`src/rtl/core/tcp_sack_block_list_defines.svh`:
```
// Assertion helpers shared by the SACK block list RTL.
`ifndef TCP_SACK_BLOCK_LIST_DEFINES_SVH
`define TCP_SACK_BLOCK_LIST_DEFINES_SVH

// same-cycle implication, sampled on clk, off during reset
`define SACKBL_ASSERT_IMPL(label, ante, cons, msg) \
    label: assert property (@(posedge clk) disable iff (!rst_n) (ante) |-> (cons)) \
        else $error(msg);

// next-cycle implication, sampled on clk, off during reset
`define SACKBL_ASSERT_NEXT(label, ante, cons, msg) \
    label: assert property (@(posedge clk) disable iff (!rst_n) (ante) |=> (cons)) \
        else $error(msg);

`endif

```
`src/rtl/core/sackbl_pkg.sv`:
```
`default_nettype none

package sackbl_pkg;

    localparam int MAX_BLOCKS = 4;
    localparam int NUM_SLOTS  = 4;
    localparam int SEQ_W      = 32;
    localparam int CNT_W      = 3;

    localparam logic OP_RECORD = 1'b0;
    localparam logic OP_CLEAR  = 1'b1;

    typedef logic [SEQ_W-1:0] seq_t;

    typedef struct packed {
        logic op;
        seq_t first_seq;
        seq_t end_seq;
    } sackbl_req_t;

    typedef struct packed {
        logic [CNT_W-1:0] block_count;
        seq_t             blk0_start;
        seq_t             blk0_end;
        seq_t             blk1_start;
        seq_t             blk1_end;
        seq_t             blk2_start;
        seq_t             blk2_end;
        seq_t             blk3_start;
        seq_t             blk3_end;
    } sackbl_rsp_t;

    typedef struct packed {
        seq_t start_seq;
        seq_t end_seq;
    } sackbl_blk_t;

    typedef struct packed {
        logic pop;
        logic push;
        logic ins;
    } sackbl_cmd_t;

    typedef enum logic [2:0] {
        ST_IDLE,
        ST_FIND,
        ST_ABSORB,
        ST_CLEAR,
        ST_INSERT,
        ST_REPORT
    } sackbl_state_t;

    function automatic logic ser_le(seq_t a, seq_t b);
        seq_t d;
        d = b - a;
        return !d[SEQ_W-1];
    endfunction

    function automatic logic ser_lt(seq_t a, seq_t b);
        seq_t d;
        d = b - a;
        return (d != '0) && !d[SEQ_W-1];
    endfunction

    function automatic logic blk_overlap(sackbl_blk_t x, sackbl_blk_t y);
        return ser_le(x.start_seq, y.end_seq) && ser_le(y.start_seq, x.end_seq);
    endfunction

    // ties at half range keep the first argument
    function automatic sackbl_blk_t blk_merge(sackbl_blk_t keep, sackbl_blk_t other);
        sackbl_blk_t r;
        r.start_seq = ser_lt(other.start_seq, keep.start_seq) ? other.start_seq
                                                                : keep.start_seq;
        r.end_seq   = ser_lt(keep.end_seq, other.end_seq) ? other.end_seq
                                                            : keep.end_seq;
        return r;
    endfunction

endpackage

`default_nettype wire

```
`src/rtl/core/sackbl_cell.sv`:
```
`default_nettype none

module sackbl_cell (
    input  logic                clk,
    input  logic                rst_n,
    input  logic                head_cell,
    input  sackbl_pkg::sackbl_cmd_t cmd,
    input  sackbl_pkg::sackbl_blk_t fill,
    input  logic                left_valid,
    input  sackbl_pkg::sackbl_blk_t left_blk,
    input  logic                right_valid,
    input  sackbl_pkg::sackbl_blk_t right_blk,
    output logic                valid,
    output sackbl_pkg::sackbl_blk_t blk
);
    import sackbl_pkg::*;

    logic        valid_reg;
    logic        valid_next;
    sackbl_blk_t blk_reg;
    sackbl_blk_t blk_next;

    always_comb
    begin
        valid_next = valid_reg;
        blk_next   = blk_reg;
        if (cmd.ins)
        begin
            valid_next = left_valid;
            blk_next   = left_blk;
        end
        else if (cmd.pop)
        begin
            // take the pushed block when this becomes the first free slot
            if (cmd.push && !right_valid && (head_cell || valid_reg))
            begin
                valid_next = 1'b1;
                blk_next   = fill;
            end
            else
            begin
                valid_next = right_valid;
                blk_next   = right_blk;
            end
        end
    end

    always_ff @(posedge clk or negedge rst_n)
    begin
        if (!rst_n)
        begin
            valid_reg <= 1'b0;
        end
        else
        begin
            valid_reg <= valid_next;
        end
    end

    always_ff @(posedge clk)
    begin
        blk_reg <= blk_next;
    end

    assign valid = valid_reg;
    assign blk   = blk_reg;

endmodule

`default_nettype wire

```
`src/rtl/core/sackbl_ctrl.sv`:
```
`default_nettype none

`include "tcp_sack_block_list_defines.svh"

module sackbl_ctrl (
    input  logic                    clk,
    input  logic                    rst_n,
    input  logic                    start,
    input  sackbl_pkg::sackbl_req_t request,
    input  sackbl_pkg::sackbl_blk_t head_blk,
    output logic                    busy,
    output sackbl_pkg::sackbl_cmd_t cmd,
    output sackbl_pkg::sackbl_blk_t fill,
    output logic [sackbl_pkg::CNT_W-1:0] count,
    output logic                    report
);
    import sackbl_pkg::*;

    sackbl_state_t    state_reg;
    sackbl_state_t    state_next;
    logic [CNT_W-1:0] count_reg;
    logic [CNT_W-1:0] count_next;
    logic [CNT_W-1:0] remain_reg;
    logic [CNT_W-1:0] remain_next;
    logic             found_reg;
    logic             found_next;
    sackbl_blk_t      acc_reg;
    sackbl_blk_t      acc_next;

    always_ff @(posedge clk or negedge rst_n)
    begin
        if (!rst_n)
        begin
            state_reg  <= ST_IDLE;
            count_reg  <= '0;
            remain_reg <= '0;
            found_reg  <= 1'b0;
        end
        else
        begin
            state_reg  <= state_next;
            count_reg  <= count_next;
            remain_reg <= remain_next;
            found_reg  <= found_next;
        end
    end

    always_ff @(posedge clk)
    begin
        acc_reg <= acc_next;
    end

    always_comb
    begin
        state_next  = state_reg;
        count_next  = count_reg;
        remain_next = remain_reg;
        found_next  = found_reg;
        acc_next    = acc_reg;
        cmd         = '0;
        fill        = head_blk;
        report      = 1'b0;
        unique case (state_reg)
            ST_IDLE:
            begin
                if (start)
                begin
                    acc_next.start_seq = request.first_seq;
                    acc_next.end_seq   = request.end_seq;
                    found_next         = 1'b0;
                    remain_next        = count_reg;
                    unique case (request.op)
                        OP_RECORD: state_next = (count_reg == '0) ? ST_INSERT : ST_FIND;
                        OP_CLEAR:  state_next = (count_reg == '0) ? ST_REPORT : ST_CLEAR;
                    endcase
                end
            end
            ST_FIND:
            begin
                cmd.pop     = 1'b1;
                remain_next = remain_reg - 1'b1;
                if (!found_reg && blk_overlap(acc_reg, head_blk))
                begin
                    found_next = 1'b1;
                    acc_next   = blk_merge(head_blk, acc_reg);
                    count_next = count_reg - 1'b1;
                end
                else
                begin
                    cmd.push = 1'b1;
                end
                if (remain_reg == CNT_W'(1))
                begin
                    if (found_next && (count_next != '0))
                    begin
                        state_next  = ST_ABSORB;
                        remain_next = count_next;
                    end
                    else
                    begin
                        state_next = ST_INSERT;
                    end
                end
            end
            ST_ABSORB:
            begin
                cmd.pop     = 1'b1;
                remain_next = remain_reg - 1'b1;
                if (blk_overlap(acc_reg, head_blk))
                begin
                    acc_next   = blk_merge(acc_reg, head_blk);
                    count_next = count_reg - 1'b1;
                end
                else
                begin
                    cmd.push = 1'b1;
                end
                if (remain_reg == CNT_W'(1))
                begin
                    state_next = ST_INSERT;
                end
            end
            ST_CLEAR:
            begin
                cmd.pop     = 1'b1;
                remain_next = remain_reg - 1'b1;
                if (ser_le(head_blk.end_seq, acc_reg.start_seq))
                begin
                    count_next = count_reg - 1'b1;
                end
                else
                begin
                    cmd.push = 1'b1;
                end
                if (remain_reg == CNT_W'(1))
                begin
                    state_next = ST_REPORT;
                end
            end
            ST_INSERT:
            begin
                // on a full list the last cell falls off
                cmd.ins = 1'b1;
                fill    = acc_reg;
                if (count_reg != CNT_W'(MAX_BLOCKS))
                begin
                    count_next = count_reg + 1'b1;
                end
                state_next = ST_REPORT;
            end
            ST_REPORT:
            begin
                report     = 1'b1;
                state_next = ST_IDLE;
            end
            default:
            begin
                state_next = ST_IDLE;
            end
        endcase
    end

    assign busy  = (state_reg != ST_IDLE);
    assign count = count_reg;

    `SACKBL_ASSERT_NEXT(a_accept_starts, start && !busy, state_reg != ST_IDLE, "request lost")
    `SACKBL_ASSERT_IMPL(a_merge_room, (state_reg == ST_INSERT) && found_reg, count_reg < CNT_W'(MAX_BLOCKS), "merged block finds no free cell")
    `SACKBL_ASSERT_IMPL(a_scan_nonempty, (state_reg == ST_FIND) || (state_reg == ST_ABSORB) || (state_reg == ST_CLEAR), remain_reg != '0, "scan runs past the list")

endmodule

`default_nettype wire

```
`src/rtl/core/tcp_sack_block_list.sv`:
```
// Receiver-side SACK block list, most recent block first.
// Request channel: start, request (op, first_seq, end_seq); a request is taken
// at a rising edge with start high and busy low. op record merges or inserts a
// range, op clear drops every block ending at or before first_seq.
// Result channel: done is high for one cycle with result holding block_count and
// the four blocks; slots at or beyond block_count read as zero. The receiver
// cannot stall, so nothing waits on it.
// Blocks sit in a row of cells; a request streams the list through the head
// compare/merge unit one block per cycle, kept blocks wrap to the tail.
// Busy spans the scan states and the report state: record scans the list once,
// again after a merge if blocks remain, then inserts; clear scans once. done
// follows in the next cycle, and a new request may be taken in that same cycle.
// Reset empties the list.

`default_nettype none

`include "tcp_sack_block_list_defines.svh"

module tcp_sack_block_list (
    input  logic                    clk,
    input  logic                    rst_n,
    input  logic                    start,
    input  sackbl_pkg::sackbl_req_t request,
    output logic                    busy,
    output logic                    done,
    output sackbl_pkg::sackbl_rsp_t result
);
    import sackbl_pkg::*;

    sackbl_cmd_t      cmd;
    sackbl_blk_t      fill;
    logic [CNT_W-1:0] count;
    logic             report;
    logic [MAX_BLOCKS-1:0] cell_valid;
    sackbl_blk_t      cell_blk [MAX_BLOCKS];
    sackbl_blk_t      slot_blk [NUM_SLOTS];
    logic [MAX_BLOCKS:0] valid_plus_one;
    logic             done_reg;
    sackbl_rsp_t      result_reg;
    sackbl_rsp_t      result_next;

    sackbl_ctrl u_ctrl (
        .clk      (clk),
        .rst_n    (rst_n),
        .start    (start),
        .request  (request),
        .head_blk (cell_blk[0]),
        .busy     (busy),
        .cmd      (cmd),
        .fill     (fill),
        .count    (count),
        .report   (report)
    );

    for (genvar k = 0; k < MAX_BLOCKS; k++)
    begin : g_cell
        logic        lv;
        sackbl_blk_t lb;
        logic        rv;
        sackbl_blk_t rb;

        if (k == 0)
        begin : g_first
            assign lv = 1'b1;
            assign lb = fill;
        end
        else
        begin : g_inner
            assign lv = cell_valid[k-1];
            assign lb = cell_blk[k-1];
        end

        if (k == MAX_BLOCKS - 1)
        begin : g_last
            assign rv = 1'b0;
            assign rb = '0;
        end
        else
        begin : g_next
            assign rv = cell_valid[k+1];
            assign rb = cell_blk[k+1];
        end

        sackbl_cell u_cell (
            .clk         (clk),
            .rst_n       (rst_n),
            .head_cell   (k == 0),
            .cmd         (cmd),
            .fill        (fill),
            .left_valid  (lv),
            .left_blk    (lb),
            .right_valid (rv),
            .right_blk   (rb),
            .valid       (cell_valid[k]),
            .blk         (cell_blk[k])
        );
    end

    for (genvar k = 0; k < NUM_SLOTS; k++)
    begin : g_slot
        if (k < MAX_BLOCKS)
        begin : g_used
            assign slot_blk[k] = cell_valid[k] ? cell_blk[k] : '0;
        end
        else
        begin : g_unused
            assign slot_blk[k] = '0;
        end
    end

    always_comb
    begin
        result_next.block_count = count;
        result_next.blk0_start  = slot_blk[0].start_seq;
        result_next.blk0_end    = slot_blk[0].end_seq;
        result_next.blk1_start  = slot_blk[1].start_seq;
        result_next.blk1_end    = slot_blk[1].end_seq;
        result_next.blk2_start  = slot_blk[2].start_seq;
        result_next.blk2_end    = slot_blk[2].end_seq;
        result_next.blk3_start  = slot_blk[3].start_seq;
        result_next.blk3_end    = slot_blk[3].end_seq;
    end

    always_ff @(posedge clk or negedge rst_n)
    begin
        if (!rst_n)
        begin
            done_reg <= 1'b0;
        end
        else
        begin
            done_reg <= report;
        end
    end

    always_ff @(posedge clk)
    begin
        if (report)
        begin
            result_reg <= result_next;
        end
    end

    assign done   = done_reg;
    assign result = result_reg;

    assign valid_plus_one = {1'b0, cell_valid} + 1'b1;

    `SACKBL_ASSERT_IMPL(a_idle_count, !busy, count == $countones(cell_valid), "count disagrees with cells")
    `SACKBL_ASSERT_IMPL(a_valid_prefix, !busy, $onehot(valid_plus_one), "cells not packed at the head")
    `SACKBL_ASSERT_IMPL(a_done_idle, done, !busy, "result strobed while busy")

endmodule

`default_nettype wire

```
`config.mk`:
```
export PLATFORM = sky130hd
export DESIGN_NAME = tcp_sack_block_list
export DESIGN_NICKNAME = d
export VERILOG_FILES = /design/src/rtl/core/sackbl_pkg.sv /design/src/rtl/core/sackbl_cell.sv /design/src/rtl/core/sackbl_ctrl.sv /design/src/rtl/core/tcp_sack_block_list.sv
export VERILOG_INCLUDE_DIRS = /design/src /design/src/rtl/core
export SDC_FILE = /design/constraint.sdc
export NUM_CORES = 1
export LEC_CHECK = 0
export ABC_AREA = 1
export BUFFER_PORTS_ARGS = -buffer_cell sky130_fd_sc_hd__buf_2
export CAP_MARGIN = 30
export CORE_ASPECT_RATIO = 0.5
export CORE_MARGIN = 4
export CORE_UTILIZATION = 35
export DETAILED_ROUTE_END_ITERATION = 8
export SYNTH_ARGS = -nofsm -noshare
export SYNTH_HDL_FRONTEND = slang
export SYNTH_SLANG_ARGS = --single-unit
```
`constraint.sdc`:
```
create_clock -name clk -period 33.5 [get_ports clk]
set_clock_uncertainty 0.05 [all_clocks]
set_input_delay 6.7 -clock clk [delete_from_list [all_inputs] [get_ports clk]]
set_output_delay 6.7 -clock clk [all_outputs]
set_load 0.02 [all_outputs]
```
==> summary.md, run 1 <==
| Metric | Value |
|---|---|
| Status | `finished clean` |
| Vias in the first global route | `28,300` |
| Setup TNS | `0 ns` |
| Slowest-stage cell, CP | `dfrtp_1` |
| Post-synthesis sequential area ratio | `49.7%` |
| Reg clk slew, reported paths | `0.06 ns` |
| IO Pins | `329` |
| Fmax | `117 MHz` |
| GR Overflow Total | `0` |
| CTS H-tree lvls | `2` |
| Hpwl dp | `91,400 um` |
| Initial core utilization | `35.5%` |
| Routing usage on met2 | `31.6%` |
| Sink Count | `594` |
| EDFF count, synth | `579` |
| Largest net degree at the start of global routing | `130` |
| Final core occ | `40.3%` |
| Drt pass-1 iters | `6` |
| Critical path type | `flip-flop to primary output` |
| Critical path peak fanout | `4` |
| Crit-path max cell delay | `0.43 ns` |
| Final WL | `121,000 um` |
| Core area | `0.101 sq mm` |
| GR Util met3 | `5.35%` |
| Predominant post-synthesis flop cell | `edfxtp_1` |
| Ranking of synthesized cells by area | `edfxtp_1 (49%), nand2_1 (7.8%), ha_1 (7.7%)` |
| Filler cells | `10,100` |
| Dpl cells | `5,565` |
| Total Routing Usage GR | `21.6%` |
| Hold Crit Class | `flip-flop to flip-flop` |
| Worst-path cell chain | `nor2_1 -> inv_1 -> nor2_1 -> inv_1 -> buf_2` |
| Slew Viols, Final | `0` |
| Part of the cycle the worst path needs | `25.5%` |
| # hold bufs at CTS | `0` |
| CTS tree | `yes` |
| First-pass GRT wire length | `176,000 um` |
| Final worst-path setup slack | `24.97 ns` |
| Mapped Nets | `4,332` |
| Setup-failing EPs final | `0` |
| Most frequent cells after synthesis | `nand2_1 (747), inv_1 (681), edfxtp_1 (579)` |
| MaxCap Viol Count | `0` |
| Chip height | `234 um` |
| Critical Path RT | `26.75 ns` |
| Clock buffer depth | `3` |
| Area growth from synthesis to layout | `13.6%` |
| Post-Place Worst Slack | `25.11 ns` |
| Routing usage on met1 | `31.9%` |
| I/O Buffers | `328` |
| Clk Latency, worst-skew pair | `0.66 ns` |
| Die area | `0.108 sq mm` |
| Cts bufs inserted | `58` |
| Post-synth top area cell | `edfxtp_1` |
| Synthesized cell area | `0.0357 sq mm` |
| Remaining antenna violation count | `0` |
| Worst path arrival time | `1.78 ns` |
| Slew HR | `30.4%` |
| Crit start category | `flip-flop` |
| Die Wd | `460 um` |
| Family with the most delay on the worst path | `flip-flops` |
| Total Nets Final | `4,574` |
| DR WL/cell | `21.3 um` |
| Busiest grt layer | `met1` |
| # diodes | `0` |
| CTS resizes | `0` |
| Via/cell ratio | `5.13` |
| Most frequent cell after synthesis | `nand2_1` |
| Final Non-Filler Cells | `5,675` |
| CP endpoint kind | `primary output` |
| Share of cells above drive strength 1 | `15.2%` |
| Final hold violation count | `0` |
| Clock root buffer | `clkbuf_16` |
| Mapped Cells | `4,043` |
| Share of the synthesized area in the top cell type | `48.7%` |
| # rows | `82` |
| Worst path bufs/invs | `3` |
| Post CTS Setup Buffer Count | `0` |
| Via count | `29,100` |
| Yosys cell types | `55` |
| Syn_area_per_cell | `8.84 sq um` |
| Worst slew pin tran | `1.04 ns` |
| Minimum clock period | `8.53 ns` |
| FF/Latch Area | `0.0178 sq mm` |
| RSZ-0062 raised after global routing | `no` |
| Yosys warns | `0` |
| #FFs+latches synth | `594` |
| Multi-input gate area | `0.0143 sq mm` |
| Max reg flops | `259` |
| Gpl congestion | `0.957` |
| DRC | `0` |
| Initial antenna violation count | `1` |
| Starting DRT DRC Count | `2,556` |
| Ys async rst share | `2.53%` |
==> stage by stage <==
step	hold WS [ns]	area, sq um
after floorplan	0.401	35700
after global placement	0.459	38400
after detailed placement	0.447	38400
after CTS	0.470	40500
after global routing	0.488	40600
final	0.449	40600
==> layout by cell type (no fill, tap or decap), types with 12 or more instances in the layout <==
| cell | synthesis | final |
|---|---|---|
| o21ai_0 | 246 | 246 |
| nand2_2 | 46 | 44 |
| inv_2 | 65 | 65 |
| nand4_1 | 21 | 21 |
| clkbuf_16 | 0 | 61 |
| a21oi_1 | 400 | 400 |
| edfxtp_1 | 579 | 579 |
| nand3_1 | 59 | 59 |
| buf_2 | 21 | 328 |
| nand2_1 | 747 | 746 |
| a21o_1 | 14 | 14 |
| o211ai_1 | 17 | 17 |
| xor2_1 | 92 | 92 |
| nor3_1 | 25 | 24 |
| inv_1 | 681 | 679 |
| clkinv_2 | 0 | 12 |
| o21ai_1 | 141 | 141 |
| xnor2_1 | 12 | 12 |
| o21ai_2 | 60 | 60 |
| nor2_1 | 288 | 285 |
| ha_1 | 219 | 219 |
| o21a_1 | 13 | 13 |
| buf_4 | 7 | 22 |
| o31ai_1 | 64 | 64 |
==> final timing paths <==
path	start	to	slack, ns	cells after the start
setup / recovery	u_ctrl.state_reg[1]	busy	24.97	5
hold / removal	u_ctrl.count[1]	result[257]	0.45	0
setup reg to reg	g_cell[0].u_cell.blk[40]	g_cell[1].u_cell.blk[54]	28.08	22
hold reg to reg	u_ctrl.count[1]	result[257]	0.45	0
max in group asynchronous	rst_n	g_cell[0].u_cell.valid	27.14	1
min in group asynchronous	rst_n	g_cell[3].u_cell.valid	5.92	1
==> layout make-up <==
cell class,instances,share of cell area (%)
Clock buffer,66,3.81
Tap cell,1344,4.14
Multi-Input combinational cell,2527,35.2
Inverter,746,6.92
Timing Repair Buffer,358,4.94
Sequential cell,594,43.8
Clock inverter,40,1.24
==> cells by family (layout without fill, tap and decap cells) <==
| family | Yosys count | after routing | share of synthesized area, % |
|---|---|---|---|
| AO/OA/AOI/OAI | 996 | 996 | 15.7 |
| XOR/XNOR | 104 | 104 | 2.55 |
| adder cells (fa/ha/maj) | 221 | 221 | 7.78 |
| buffers and inverters | 922 | 1210 | 10.5 |
| flip-flops | 594 | 594 | 49.7 |
| AND/OR/NAND/NOR | 1206 | 1206 | 13.8 |
==> per-layer routing <==
metal | wire (um) | part of all wire (%) | vias up
met5 | 7 | 0.0058 | -
met4 | 2880 | 2.4 | 2
met3 | 9690 | 8.0 | 153
met2 | 50700 | 42 | 973
met1 | 57600 | 48 | 14200
li1 | - | - | 13800
Power of run 1 is left out: the tool's default activity adds up to more than one toggle a clock period on the data nets, which glitch-free logic cannot reach.
==> run 2, diff against run 1 <==
clock period = 8 ns   (was 33.5 ns; I/O delays follow)
==> run 2 against run 1 <==
- worst hold slack better by 0.022 ns
- cell count is essentially flat
- routed wire length up 4.8%
- register-to-register slack got worse by 25 ns
- critical path depth is 10 higher
- setup slack lost 22 ns
- largest cell class unchanged
==> summary.md, run 2 (same netlist as run 1, synthesis figures left out) <==
| Metric | Value |
|---|---|
| Vias in the first global route | `28,400 (+0.60%)` |
| Total Nets Final | `4,575 (+0.022%)` |
| Initial antenna violation count | `0 (-1)` |
| Die Wd | `460 um (unchanged)` |
| CP endpoint kind | `flip-flop` |
| Post CTS Setup Buffer Count | `0 (unchanged)` |
| Crit-path max cell delay | `0.73 ns (+0.30 ns)` |
| Remaining antenna violation count | `0 (unchanged)` |
| Multi-input gate area | `0.0143 sq mm (about the same)` |
| First-pass GRT wire length | `183,000 um (+4.1%)` |
| # rows | `82 (unchanged)` |
| Minimum clock period | `5.01 ns` |
| Most frequent cells in the layout | `nand2_1 (746), inv_1 (679), edfxtp_1 (579), a21oi_1 (400), buf_2 (328)` |
| Dpl cells | `5,567 (+0.036%)` |
| Setup TNS | `0 ns (unchanged)` |
| Final core occ | `40.3% (about the same)` |
| Total Routing Usage GR | `22.7% (+1.1 points)` |
| Critical Path RT | `8.31 ns (-18.44 ns)` |
| Filler cells | `10,200 (+0.23%)` |
| Clock root buffer | `clkbuf_16` |
| CTS tree | `yes` |
| Worst slew pin tran | `0.966 ns (-0.0788 ns)` |
| Area growth from synthesis to layout | `13.5% (about the same)` |
| DR WL/cell | `22.3 um (+4.7%)` |
| Clock buffer depth | `3 (unchanged)` |
| Cts bufs inserted | `58 (unchanged)` |
| Starting DRT DRC Count | `2,970 (+16%)` |
| Share of cells above drive strength 1 | `15.3% (+0.075 points)` |
| Reg clk slew, reported paths | `0.07 ns (about the same)` |
| I/O Buffers | `328 (unchanged)` |
| DRC | `0 (unchanged)` |
| Die area | `0.108 sq mm (unchanged)` |
| Part of the cycle the worst path needs | `62.6%` |
| Worst path arrival time | `5.32 ns (+3.54 ns)` |
| Slew Viols, Final | `0 (unchanged)` |
| Met2 WL | `52,400 um (+3.4%)` |
| Final WL | `127,000 um (+4.8%)` |
| Crit start category | `flip-flop` |
| Chip height | `234 um (unchanged)` |
| Drt pass-1 iters | `6 (unchanged)` |
| Worst R2R Setup Slack | `2.99 ns (-25.09 ns)` |
| IO Pins | `329 (unchanged)` |
| Top layer in use | `met4` |
| Slew HR | `35.6% (+5.3 points)` |
| GR Overflow Total | `0 (unchanged)` |
| Wl on met1 | `59,700 um (+3.6%)` |
| Fmax | `200 MHz` |
| # hold bufs at CTS | `0 (unchanged)` |
| Hpwl dp | `96,600 um (+5.7%)` |
| CP dominant cell by count | `o21ai_0` |
| RSZ-0062 raised after global routing | `no` |
| Via count | `29,600 (+1.8%)` |
| CTS H-tree lvls | `2 (unchanged)` |
| Setup-failing EPs final | `0 (unchanged)` |
| Family with the most delay on the worst path | `simple AND/OR/NAND/NOR gates` |
| Critical path peak fanout | `68 (+64)` |
| Max reg flops | `259 (unchanged)` |
| Gpl congestion | `0.952 (-0.52%)` |
| Critical path type | `flip-flop to flip-flop` |
| Most common cell after layout, fill and taps aside | `nand2_1` |
| Status | `finished clean` |
| Sink Count | `594 (unchanged)` |
| Slowest-stage cell, CP | `edfxtp_1` |
| Via/cell ratio | `5.22 (+1.7%)` |
| Core area | `0.101 sq mm (unchanged)` |
| Met3 routed WL | `11,900 um (+23%)` |
| Hold Crit Class | `flip-flop to flip-flop` |
| Clk Latency, worst-skew pair | `0.65 ns (about the same)` |
| Final hold violation count | `0 (unchanged)` |
| CTS resizes | `0 (unchanged)` |
| Largest net degree at the start of global routing | `151 (+16%)` |
| FF/Latch Area | `0.0178 sq mm (unchanged)` |
| Initial core utilization | `35.5% (unchanged)` |
| # diodes | `0 (unchanged)` |
| Worst-path cell chain | `inv_1 -> ha_1 -> nand2_1 -> inv_1 -> o21ai_0 -> nand4_1 -> nand2_1 -> nand3_1 -> nand3_1 -> nand3_4 -> nand2_4 -> buf_4 -> a21oi_1 -> o21ai_0 -> o21ai_0` |
| Final Non-Filler Cells | `5,680 (+0.088%)` |
| Worst path bufs/invs | `3 (unchanged)` |
| MaxCap Viol Count | `0 (unchanged)` |
-- run 2: cell type report --
class / instances / area share (%)
multi-input combinational: 2527 / 35.2
sequential: 594 / 43.8
timing repair buffer: 359 / 4.95
clock inverter: 44 / 1.15
tap: 1344 / 4.15
inverter: 746 / 6.93
clock buffer: 66 / 3.81
-- run 2: metrics by stage --
| step | worst slack, ns | cell area [sq um] | hold WS [ns] |
|---|---|---|---|
| global placement | 3.14 | 38400 | 0.442 |
| detailed placement | 3.19 | 38500 | 0.443 |
| finish | 2.99 | 40600 | 0.471 |
| global route | 2.77 | 40600 | 0.504 |
| CTS | 3.17 | 40500 | 0.465 |
| floorplan | 0.502 | 35700 | 0.401 |
-- run 2: worst register-to-register path, delay by kind of cell (launching register included) --
family | cells | cell delay, ns
AOI/OAI and AO/OA | 4 | 0.82
adders and majority gates | 1 | 0.32
buffers and inverters | 3 | 1.14
DFF | 1 | 0.73
and+or+nand+nor | 7 | 1.68
-- run 2: per-layer routing --
metal | track usage, % | vias up
met5 | 0 | -
li1 | - | 13800
met3 | 5.90 | 133
met1 | 33.9 | 14500
met4 | 5.17 | 0
met2 | 32.7 | 1179
-- run 2: path summary, 6_finish.rpt --
| kind | from | cells past startpoint | endpoint |
|---|---|---|---|
| worst min-delay path | u_ctrl.count[1] | 0 | result[257] |
| worst max register to register | g_cell[0].u_cell.blk[11] | 15 | g_cell[0].u_cell.blk[39] |
| worst max-delay path | g_cell[0].u_cell.blk[11] | 15 | g_cell[0].u_cell.blk[39] |
| min in group asynchronous | rst_n | 1 | u_ctrl.count[0] |
| max in group asynchronous | rst_n | 1 | g_cell[0].u_cell.valid |
| worst min register to register | u_ctrl.count[1] | 0 | result[257] |
Power of run 2 is left out for the same reason.
